==> src/sv/rde_pkg.sv <==
// ----------------------------------------------------------------------------
// Reversible deque engine package
// Shared constants, item types and the ring-buffer slot function.
// ----------------------------------------------------------------------------
package rde_pkg;

    localparam int DEPTH = 64;
    localparam int PTR_W = (DEPTH > 1) ? $clog2(DEPTH) : 1;
    localparam int CNT_W = $clog2(DEPTH + 1);
    localparam int SUM_W = CNT_W + 1;
    localparam int VAL_W = 8;

    localparam logic [CNT_W-1:0] CNT_DEPTH = CNT_W'(DEPTH);
    localparam logic [SUM_W-1:0] SUM_DEPTH = SUM_W'(DEPTH);

    typedef enum logic [1:0] {
        ACT_LOAD    = 2'd0,
        ACT_REVERSE = 2'd1,
        ACT_DROP    = 2'd2,
        ACT_DRAIN   = 2'd3
    } t_action;

    typedef enum logic [1:0] {
        ST_ELEMENT  = 2'd0,
        ST_EMPTY    = 2'd1,
        ST_ERROR    = 2'd2,
        ST_OVERFLOW = 2'd3
    } t_status;

    typedef struct packed {
        t_action            action;
        logic [VAL_W-1:0]   value;
    } t_in;

    typedef struct packed {
        logic [VAL_W-1:0]   value_res;
        t_status            status;
        logic               last;
    } t_out;

    // Classified command passed from the front queue to the back end.
    typedef struct packed {
        logic               is_load;
        logic               is_rev;
        logic               is_drop;
        logic               is_drain;
        logic [VAL_W-1:0]   value;
    } t_cmd;

    // Back-end status seen by the top level.
    typedef struct packed {
        logic               draining;
        logic [CNT_W-1:0]   count;
    } t_bk_stat;

    // Physical slot of a logical offset from the head. The sum stays below
    // twice the depth, so one compare and subtract wraps it.
    function automatic logic [PTR_W-1:0] rde_slot(input logic [PTR_W-1:0] head,
                                                  input logic [CNT_W-1:0] off);
        logic [SUM_W-1:0] sum;
        sum = SUM_W'(head) + SUM_W'(off);
        if (sum >= SUM_DEPTH) begin
            sum = sum - SUM_DEPTH;
        end
        return sum[PTR_W-1:0];
    endfunction

endpackage

==> src/sv/rde_front.sv <==
// ----------------------------------------------------------------------------
// Reversible deque engine front end
// Accepts input items, decodes the action and holds them in a short queue.
// ----------------------------------------------------------------------------
module rde_front (
    input  logic            i_clk,
    input  logic            i_rst_n,
    input  logic            i_valid,
    output logic            o_stall,
    input  rde_pkg::t_in    i_item,
    output logic            o_cmd_valid,
    output rde_pkg::t_cmd   o_cmd,
    input  logic            i_pop
);

    localparam int Q_DEPTH = 4;
    localparam int Q_PTR_W = $clog2(Q_DEPTH);
    localparam int Q_CNT_W = $clog2(Q_DEPTH + 1);
    localparam logic [Q_CNT_W-1:0] Q_FULL = Q_CNT_W'(Q_DEPTH);

    rde_pkg::t_cmd        r_q [Q_DEPTH];
    logic [Q_PTR_W-1:0]   r_wr;
    logic [Q_PTR_W-1:0]   r_rd;
    logic [Q_CNT_W-1:0]   r_cnt;
    rde_pkg::t_cmd        n_cmd;
    logic                 push;
    logic                 pop;

    assign o_stall     = (r_cnt == Q_FULL);
    assign push        = i_valid && !o_stall;
    assign o_cmd_valid = (r_cnt != '0);
    assign pop         = i_pop && o_cmd_valid;
    assign o_cmd       = r_q[r_rd];

    always_comb begin
        n_cmd       = '0;
        n_cmd.value = i_item.value;
        case (i_item.action)
            rde_pkg::ACT_LOAD:    n_cmd.is_load  = 1'b1;
            rde_pkg::ACT_REVERSE: n_cmd.is_rev   = 1'b1;
            rde_pkg::ACT_DROP:    n_cmd.is_drop  = 1'b1;
            rde_pkg::ACT_DRAIN:   n_cmd.is_drain = 1'b1;
            default:              n_cmd.is_drain = 1'b1;
        endcase
    end

    always_ff @(posedge i_clk) begin
        if (!i_rst_n) begin
            r_wr  <= '0;
            r_rd  <= '0;
            r_cnt <= '0;
        end else begin
            if (push) begin
                r_wr <= r_wr + 1'b1;
            end
            if (pop) begin
                r_rd <= r_rd + 1'b1;
            end
            if (push && !pop) begin
                r_cnt <= r_cnt + 1'b1;
            end else if (pop && !push) begin
                r_cnt <= r_cnt - 1'b1;
            end
        end
    end

    always_ff @(posedge i_clk) begin
        if (push) begin
            r_q[r_wr] <= n_cmd;
        end
    end

endmodule

==> src/sv/rde_back.sv <==
// ----------------------------------------------------------------------------
// Reversible deque engine back end
// Ring-buffer storage, pointer updates and the drain sequencer.
// ----------------------------------------------------------------------------
module rde_back (
    input  logic                i_clk,
    input  logic                i_rst_n,
    input  logic                i_cmd_valid,
    input  rde_pkg::t_cmd       i_cmd,
    output logic                o_pop,
    output logic                o_valid,
    input  logic                i_stall,
    output rde_pkg::t_out       o_res,
    output rde_pkg::t_bk_stat   o_stat
);

    typedef enum logic {
        S_IDLE,
        S_DRAIN
    } t_state;

    logic [rde_pkg::VAL_W-1:0]  mem [rde_pkg::DEPTH];

    t_state                     r_state, n_state;
    logic [rde_pkg::PTR_W-1:0]  r_head, n_head;
    logic [rde_pkg::CNT_W-1:0]  r_count, n_count;
    logic                       r_rev, n_rev;
    logic                       r_err, n_err;
    logic                       r_ovf, n_ovf;
    logic [rde_pkg::PTR_W-1:0]  r_idx, n_idx;
    logic                       r_rd_vld, n_rd_vld;
    rde_pkg::t_out              r_rd_res;
    logic                       r_out_vld, n_out_vld;
    rde_pkg::t_out              r_out_res, n_out_res;

    logic                       rd_move;
    logic                       rd_free;
    logic                       cmd_go;
    logic                       issue_elem;
    logic                       issue_stat;
    rde_pkg::t_status           stat_code;
    logic [rde_pkg::CNT_W-1:0]  idx_ext;
    logic [rde_pkg::CNT_W-1:0]  off;
    logic [rde_pkg::PTR_W-1:0]  rd_addr;
    logic                       elem_last;
    logic                       mem_we;
    logic [rde_pkg::PTR_W-1:0]  mem_waddr;

    // The read stage empties into the output register when that one is free
    // or being taken, so a drain streams one element per cycle while unstalled.
    assign rd_move = r_rd_vld && (!r_out_vld || !i_stall);
    assign rd_free = !r_rd_vld || rd_move;
    assign idx_ext = rde_pkg::CNT_W'(r_idx);
    assign off     = r_rev ? (r_count - 1'b1 - idx_ext) : idx_ext;
    assign rd_addr = rde_pkg::rde_slot(r_head, off);
    assign elem_last = (idx_ext == (r_count - 1'b1));
    assign mem_waddr = rde_pkg::rde_slot(r_head, r_count);

    always_comb begin
        n_state    = r_state;
        n_head     = r_head;
        n_count    = r_count;
        n_rev      = r_rev;
        n_err      = r_err;
        n_ovf      = r_ovf;
        n_idx      = r_idx;
        cmd_go     = 1'b0;
        issue_elem = 1'b0;
        issue_stat = 1'b0;
        stat_code  = rde_pkg::ST_EMPTY;
        mem_we     = 1'b0;

        case (r_state)
            S_IDLE: begin
                if (i_cmd_valid) begin
                    if (i_cmd.is_drain) begin
                        if (rd_free) begin
                            cmd_go = 1'b1;
                            if (r_err) begin
                                issue_stat = 1'b1;
                                stat_code  = rde_pkg::ST_ERROR;
                            end else if (r_ovf) begin
                                issue_stat = 1'b1;
                                stat_code  = rde_pkg::ST_OVERFLOW;
                            end else if (r_count == '0) begin
                                issue_stat = 1'b1;
                                stat_code  = rde_pkg::ST_EMPTY;
                            end else begin
                                n_state = S_DRAIN;
                                n_idx   = '0;
                            end
                        end
                    end else begin
                        cmd_go = 1'b1;
                        if (i_cmd.is_load) begin
                            if (r_count == rde_pkg::CNT_DEPTH) begin
                                n_ovf = 1'b1;
                            end else begin
                                mem_we  = 1'b1;
                                n_count = r_count + 1'b1;
                            end
                        end
                        if (i_cmd.is_rev) begin
                            n_rev = !r_rev;
                        end
                        if (i_cmd.is_drop && !r_err) begin
                            if (r_count == '0) begin
                                n_err = 1'b1;
                            end else begin
                                // A reversed view drops from the back, which
                                // leaves the head where it is.
                                if (!r_rev) begin
                                    n_head = rde_pkg::rde_slot(r_head,
                                                               rde_pkg::CNT_W'(1));
                                end
                                n_count = r_count - 1'b1;
                            end
                        end
                    end
                end
            end
            S_DRAIN: begin
                if (rd_free) begin
                    issue_elem = 1'b1;
                    n_idx      = r_idx + 1'b1;
                    if (elem_last) begin
                        n_state = S_IDLE;
                    end
                end
            end
            default: begin
                n_state = S_IDLE;
            end
        endcase

        // Every drain ends by clearing the run.
        if (issue_stat || (issue_elem && elem_last)) begin
            n_head  = '0;
            n_count = '0;
            n_rev   = 1'b0;
            n_err   = 1'b0;
            n_ovf   = 1'b0;
        end
    end

    always_comb begin
        n_rd_vld  = r_rd_vld;
        n_out_vld = r_out_vld;
        n_out_res = r_out_res;
        if (issue_elem || issue_stat) begin
            n_rd_vld = 1'b1;
        end else if (rd_move) begin
            n_rd_vld = 1'b0;
        end
        if (rd_move) begin
            n_out_vld = 1'b1;
            n_out_res = r_rd_res;
        end else if (r_out_vld && !i_stall) begin
            n_out_vld = 1'b0;
        end
    end

    always_ff @(posedge i_clk) begin
        if (!i_rst_n) begin
            r_state   <= S_IDLE;
            r_head    <= '0;
            r_count   <= '0;
            r_rev     <= 1'b0;
            r_err     <= 1'b0;
            r_ovf     <= 1'b0;
            r_idx     <= '0;
            r_rd_vld  <= 1'b0;
            r_out_vld <= 1'b0;
            r_out_res <= '0;
        end else begin
            r_state   <= n_state;
            r_head    <= n_head;
            r_count   <= n_count;
            r_rev     <= n_rev;
            r_err     <= n_err;
            r_ovf     <= n_ovf;
            r_idx     <= n_idx;
            r_rd_vld  <= n_rd_vld;
            r_out_vld <= n_out_vld;
            r_out_res <= n_out_res;
        end
    end

    always_ff @(posedge i_clk) begin
        if (mem_we) begin
            mem[mem_waddr] <= i_cmd.value;
        end
        if (issue_elem) begin
            r_rd_res <= '{value_res: mem[rd_addr], status: rde_pkg::ST_ELEMENT,
                          last: elem_last};
        end else if (issue_stat) begin
            r_rd_res <= '{value_res: '0, status: stat_code, last: 1'b1};
        end
    end

    assign o_pop           = cmd_go;
    assign o_valid         = r_out_vld;
    assign o_res           = r_out_res;
    assign o_stat.draining = (r_state == S_DRAIN);
    assign o_stat.count    = r_count;

endmodule

==> src/sv/reversible_deque_engine_unit.sv <==
// ----------------------------------------------------------------------------
// Reversible deque engine
// Ring-buffer double-ended queue with a lazy reverse view and drain output.
// ----------------------------------------------------------------------------
// Items enter a four-entry command queue and are carried out by the back end
// one at a time. A drain of elements first starts and then reads them one at
// a time through the single read port of the 64-entry storage memory; its
// elements leave one per cycle while the output is not stalled. Input items
// keep being accepted into the queue during a drain until it fills. Status
// results and drain elements both pass through a read stage and an output
// register.
module reversible_deque_engine_unit (
    input  logic            i_clk,
    input  logic            i_rst_n,
    input  logic            i_valid,
    output logic            o_stall,
    input  rde_pkg::t_in    i_item,
    output logic            o_valid,
    input  logic            i_stall,
    output rde_pkg::t_out   o_res
);

    logic                   cmd_valid;
    rde_pkg::t_cmd          cmd;
    logic                   cmd_pop;
    rde_pkg::t_bk_stat      bk_stat;

    rde_front u_front (
        .i_clk       (i_clk),
        .i_rst_n     (i_rst_n),
        .i_valid     (i_valid),
        .o_stall     (o_stall),
        .i_item      (i_item),
        .o_cmd_valid (cmd_valid),
        .o_cmd       (cmd),
        .i_pop       (cmd_pop)
    );

    rde_back u_back (
        .i_clk       (i_clk),
        .i_rst_n     (i_rst_n),
        .i_cmd_valid (cmd_valid),
        .i_cmd       (cmd),
        .o_pop       (cmd_pop),
        .o_valid     (o_valid),
        .i_stall     (i_stall),
        .o_res       (o_res),
        .o_stat      (bk_stat)
    );

    a_count_bound: assert property (@(posedge i_clk) disable iff (!i_rst_n)
        bk_stat.count <= rde_pkg::CNT_DEPTH)
        else $error("element count exceeds buffer depth");

    a_status_last: assert property (@(posedge i_clk) disable iff (!i_rst_n)
        (o_valid && o_res.status != rde_pkg::ST_ELEMENT) |->
            (o_res.last && o_res.value_res == '0))
        else $error("status result without last mark or with nonzero value");

    a_pop_valid: assert property (@(posedge i_clk) disable iff (!i_rst_n)
        cmd_pop |-> cmd_valid)
        else $error("back end popped an empty command queue");

    a_drain_nonempty: assert property (@(posedge i_clk) disable iff (!i_rst_n)
        bk_stat.draining |-> (bk_stat.count != '0))
        else $error("drain running on an empty queue");

endmodule

==> config.mk <==
export PLATFORM = sky130hd
export DESIGN_NAME = reversible_deque_engine_unit
export DESIGN_NICKNAME = d
export VERILOG_FILES = /design/src/sv/rde_pkg.sv /design/src/sv/rde_front.sv /design/src/sv/rde_back.sv /design/src/sv/reversible_deque_engine_unit.sv
export SDC_FILE = /design/constraint.sdc
export NUM_CORES = 1
export LEC_CHECK = 0
export ABC_AREA = 1
export BUFFER_PORTS_ARGS = -buffer_cell sky130_fd_sc_hd__clkbuf_2
export CAP_MARGIN = 5
export CORE_ASPECT_RATIO = 1.1
export CORE_MARGIN = 3
export CORE_UTILIZATION = 50
export CTS_CLUSTER_DIAMETER = 80
export CTS_CLUSTER_SIZE = 28
export DETAILED_ROUTE_END_ITERATION = 12
export PLACE_DENSITY = 0.68
export SLEW_MARGIN = 20
export SYNTH_ARGS = -nofsm -noshare
export SYNTH_HDL_FRONTEND = slang
export SYNTH_SLANG_ARGS = --single-unit
==> constraint.sdc <==
create_clock -name i_clk -period 4.07 [get_ports i_clk]
set_input_delay 0.407 -clock i_clk [delete_from_list [all_inputs] [get_ports i_clk]]
set_output_delay 0.407 -clock i_clk [all_outputs]
set_load 0.01 [all_outputs]
==> impl_metrics.env <==
export IMPL_status="finished clean"
export IMPL_hold_viol_final=0
export IMPL_die_area_um2=55400
export IMPL_route_detailed_wl_per_inst_um=21.1
export IMPL_fin_area_um2=28500
export IMPL_instances_no_fill=3064
export IMPL_synthCells=2379
export IMPL_drv_cap=0
export IMPL_critPathMaxFanout=23
export IMPL_row_count=87
export IMPL_clock_latency_ns=0.62
export IMPL_syn_nets=2421
export IMPL_n_antenna_cell=0
export IMPL_worstMarginPinSlew_ns=0.993
export IMPL_antenna_found_initial=0
export IMPL_ys_async_sr_fraction=0
export IMPL_synth_warnings=0
export IMPL_route_detailed_drc=0
export IMPL_vias=17600
export IMPL_fp_dieW_um=225
export IMPL_synth_seq_cells=616
export IMPL_p_leak_nw=10.2
export IMPL_chipHeight_um=247
export IMPL_required_ns=4.45
export IMPL_cts_htree_levels=1
export IMPL_gp_congestion=0.868
export IMPL_postPlaceCellArea_um2=27300
export IMPL_grt_pass1_wl_mm=98.3
export IMPL_ios=27
export IMPL_cts_root_buf="clkbuf_16"
export IMPL_layout_drive_gt1_share=0.0801
export IMPL_synth_ff_type="edfxtp_1"
export IMPL_ff2ff_path_depth=16
export IMPL_fillers=4341
export IMPL_dp_cells=2999
export IMPL_timing_rr_end="u_back.r_rd_res[8]"
export IMPL_cts_num_sinks=616
export IMPL_startpoint_type="flop"
export IMPL_syn_area_um2=26300
export IMPL_cts_buffers=28
export IMPL_min_period_ns=3.96
export IMPL_final_nets=2421
export IMPL_areaGrowthSynthToFinish_pct=8.35
export IMPL_start_util=0.510
export IMPL_clock_skew_ns=0.0334
export IMPL_track_usage=0.228
export IMPL_hpwl_mm=38.7
export IMPL_worstHoldPathType="in2reg"
export IMPL_grt_max_degree=149
export IMPL_cts_tree="built"
export IMPL_grt_pass1_vias=17000
export IMPL_place_ws_ns=0.0670
export IMPL_rsz0062_at_grt="false"
export IMPL_setup_viol=0
export IMPL_ir_drop_mv=0.956
export IMPL_postSynthAreaPerCell_um2=11.1
export IMPL_arrival_ns=4.35
export IMPL_max_slew_margin=0.338
export IMPL_cts_buffer_depth=3
export IMPL_drt_first_iter_violations=1903
export IMPL_hold_path_endpoint="u_front.r_q[3][11]"
export IMPL_setup_tns_ns=0
export IMPL_yosysSeqAreaShare=0.686
export IMPL_numPortBuffers=26
export IMPL_viasPerCell=5.76
export IMPL_hold_start="i_item[8]"
export IMPL_power_density_nw_per_um2=826
export IMPL_finalMaxSlewViolations=0
export IMPL_fin_crit_sh=0.974
export IMPL_detail_route_first_pass_iterations=5
export IMPL_coreArea_um2=51600
export IMPL_gr_total_overflow=0
export IMPL_crit_path_start="u_back.r_count[0]"
export IMPL_fmax_ghz=0.252
export IMPL_drtAntennaViolNets=0
export IMPL_cp_end_kind="flop"
export IMPL_synth_edff_count=569
export IMPL_worst_hold_slack_ns=0.156
export IMPL_wl_mm=64.5
export IMPL_ys_types=47
export IMPL_r2r_setup_slack_ns=0.11
export IMPL_setup_ws_ns=0.107
export IMPL_hold_depth=2
export IMPL_r2r_start="u_back.r_count[0]"
export IMPL_clk_pin_slew_worst_paths_ns=0.11
export IMPL_path_class="reg2reg"
synth_stat cells (all sizes together) (10+ instances only):
cell / count / area share
a21oi: 115 / 0.023
buf: 100 / 0.021
clkbuf: 21 / 0.0030
dfxtp: 47 / 0.036
edfxtp: 569 / 0.65
ha: 24 / 0.011
inv: 82 / 0.012
nand2: 673 / 0.099
nand3: 345 / 0.068
nor2: 222 / 0.035
o21ai: 122 / 0.023
o22ai: 11 / 0.0026
xor2: 10 / 0.0033
per-layer routing:
layer / track usage / wire length [um] / share of wire / vias to the layer above
li1: - / - / - / 8227
met5: 0 / 0 / 0 / -
met1: 0.311 / 26200 / 0.41 / 8591
met3: 0.0290 / 4820 / 0.075 / 101
met2: 0.385 / 31500 / 0.49 / 730
met4: 0.0724 / 1920 / 0.030 / 0
critical path: stages, from the launching register on:
cell     delay (ns)
dfxtp_1        0.35
inv_1          0.06
ha_1           0.31
inv_2          0.11
fa_1           0.42
nand2_1        0.07
o21ai_0        0.15
fa_4           0.96
buf_12         0.13
buf_16         0.17
nand3_1        0.09
a21oi_1        0.21
o21ai_0        0.15
nand3_1        0.21
nand2_1        0.13
a21oi_1        0.14
nor2_1         0.06
cell usage in the layout (no fill, tap or decap), types with 8 or more instances in the layout:
master / count
nand2_1: 659
edfxtp_1: 569
nand3_1: 333
nor2_1: 210
o21ai_0: 112
a21oi_1: 111
inv_1: 67
dfxtp_1: 47
buf_4: 39
clkbuf_16: 32
clkbuf_2: 26
ha_1: 23
inv_2: 12
clkbuf_1: 12
buf_12: 11
nand3_2: 10
xor2_1: 10
nand2_4: 10
o21ai_1: 9
o22ai_4: 8
dlygate4sd3_1: 8
worst max path at each step:
stage / end / slack, ns / depth (start not counted)
5_1_grt: u_back.r_rd_res[8] / 0.003 / 16
3_5_place_dp: u_back.r_rd_res[8] / 0.07 / 19
4_1_cts: u_back.r_rd_res[8] / 0.05 / 19
3_3_place_gp: u_back.r_rd_res[8] / 0.15 / 19
6_report: u_back.r_rd_res[8] / 0.11 / 16
2_1_floorplan: u_back.r_rd_res[9] / 0.66 / 20
flip-flops by register name, indices dropped and copies added (netlist names), named ones only:
register,count
u_back.r_rd_vld,1
u_back.r_rd_res,11
u_front.r_rd,2
u_front.r_cnt,3
u_back.mem,512
u_back.r_err,1
u_back.r_state,1
u_back.r_count,7
u_front.r_q,48
u_back.o_valid,1
u_back.r_head,6
u_back.o_res,11
u_back.r_ovf,1
u_back.r_rev,1
u_front.r_wr,2
u_back.r_idx,6
repair_timing:
| action | in CTS | in global routing |
|---|---|---|
| endpoints found under the hold margin | 31 | 0 |
| hold buffers | 8 | 0 |
| buffers inserted | 0 | 6 |
| endpoints found under the setup margin | 0 | 8 |
| resized for setup | 0 | 13 |
kinds of logic (layout without fill, tap and decap cells):
family | Yosys count | count (layout) | share of synthesized area
AOI/OAI and AO/OA | 257 | 257 | 0.0511
adders and majority gates | 28 | 28 | 0.0145
and+or+nand+nor | 1259 | 1259 | 0.207
buffers and inverters | 203 | 221 | 0.0359
DFF | 616 | 616 | 0.686
xor gates and xnor gates | 16 | 16 | 0.00561
per-stage QoR:
step | util | power [mW]
4_1_cts | 0.548 | 23.2
6_report | 0.552 | 23.5
3_5_place_dp | 0.529 | 19.9
5_1_grt | 0.552 | 25.0
3_3_place_gp | 0.529 | 19.6
2_1_floorplan | - | 16.2
where the power goes:
part | internal [mW] | leakage, nW | total, mW | switching, mW
clock network | 1.44 | 0.425 | 3.43 | 1.99
logic | 3.24 | 4.29 | 11.5 | 8.27
registers | 8.40 | 5.51 | 8.60 | 0.202
cell type report:
type	instances	area, um^2	share of cell area
clock buffers	41	771	0.0271
multi-input cells	1560	7500	0.263
inverters	82	323	0.0113
well taps	667	835	0.0293
clock inverters	7	124	0.00435
flip-flops and latches	616	18000	0.633
repair buffers	91	908	0.0319
Note: power is estimated with default switching activity, not from simulation.
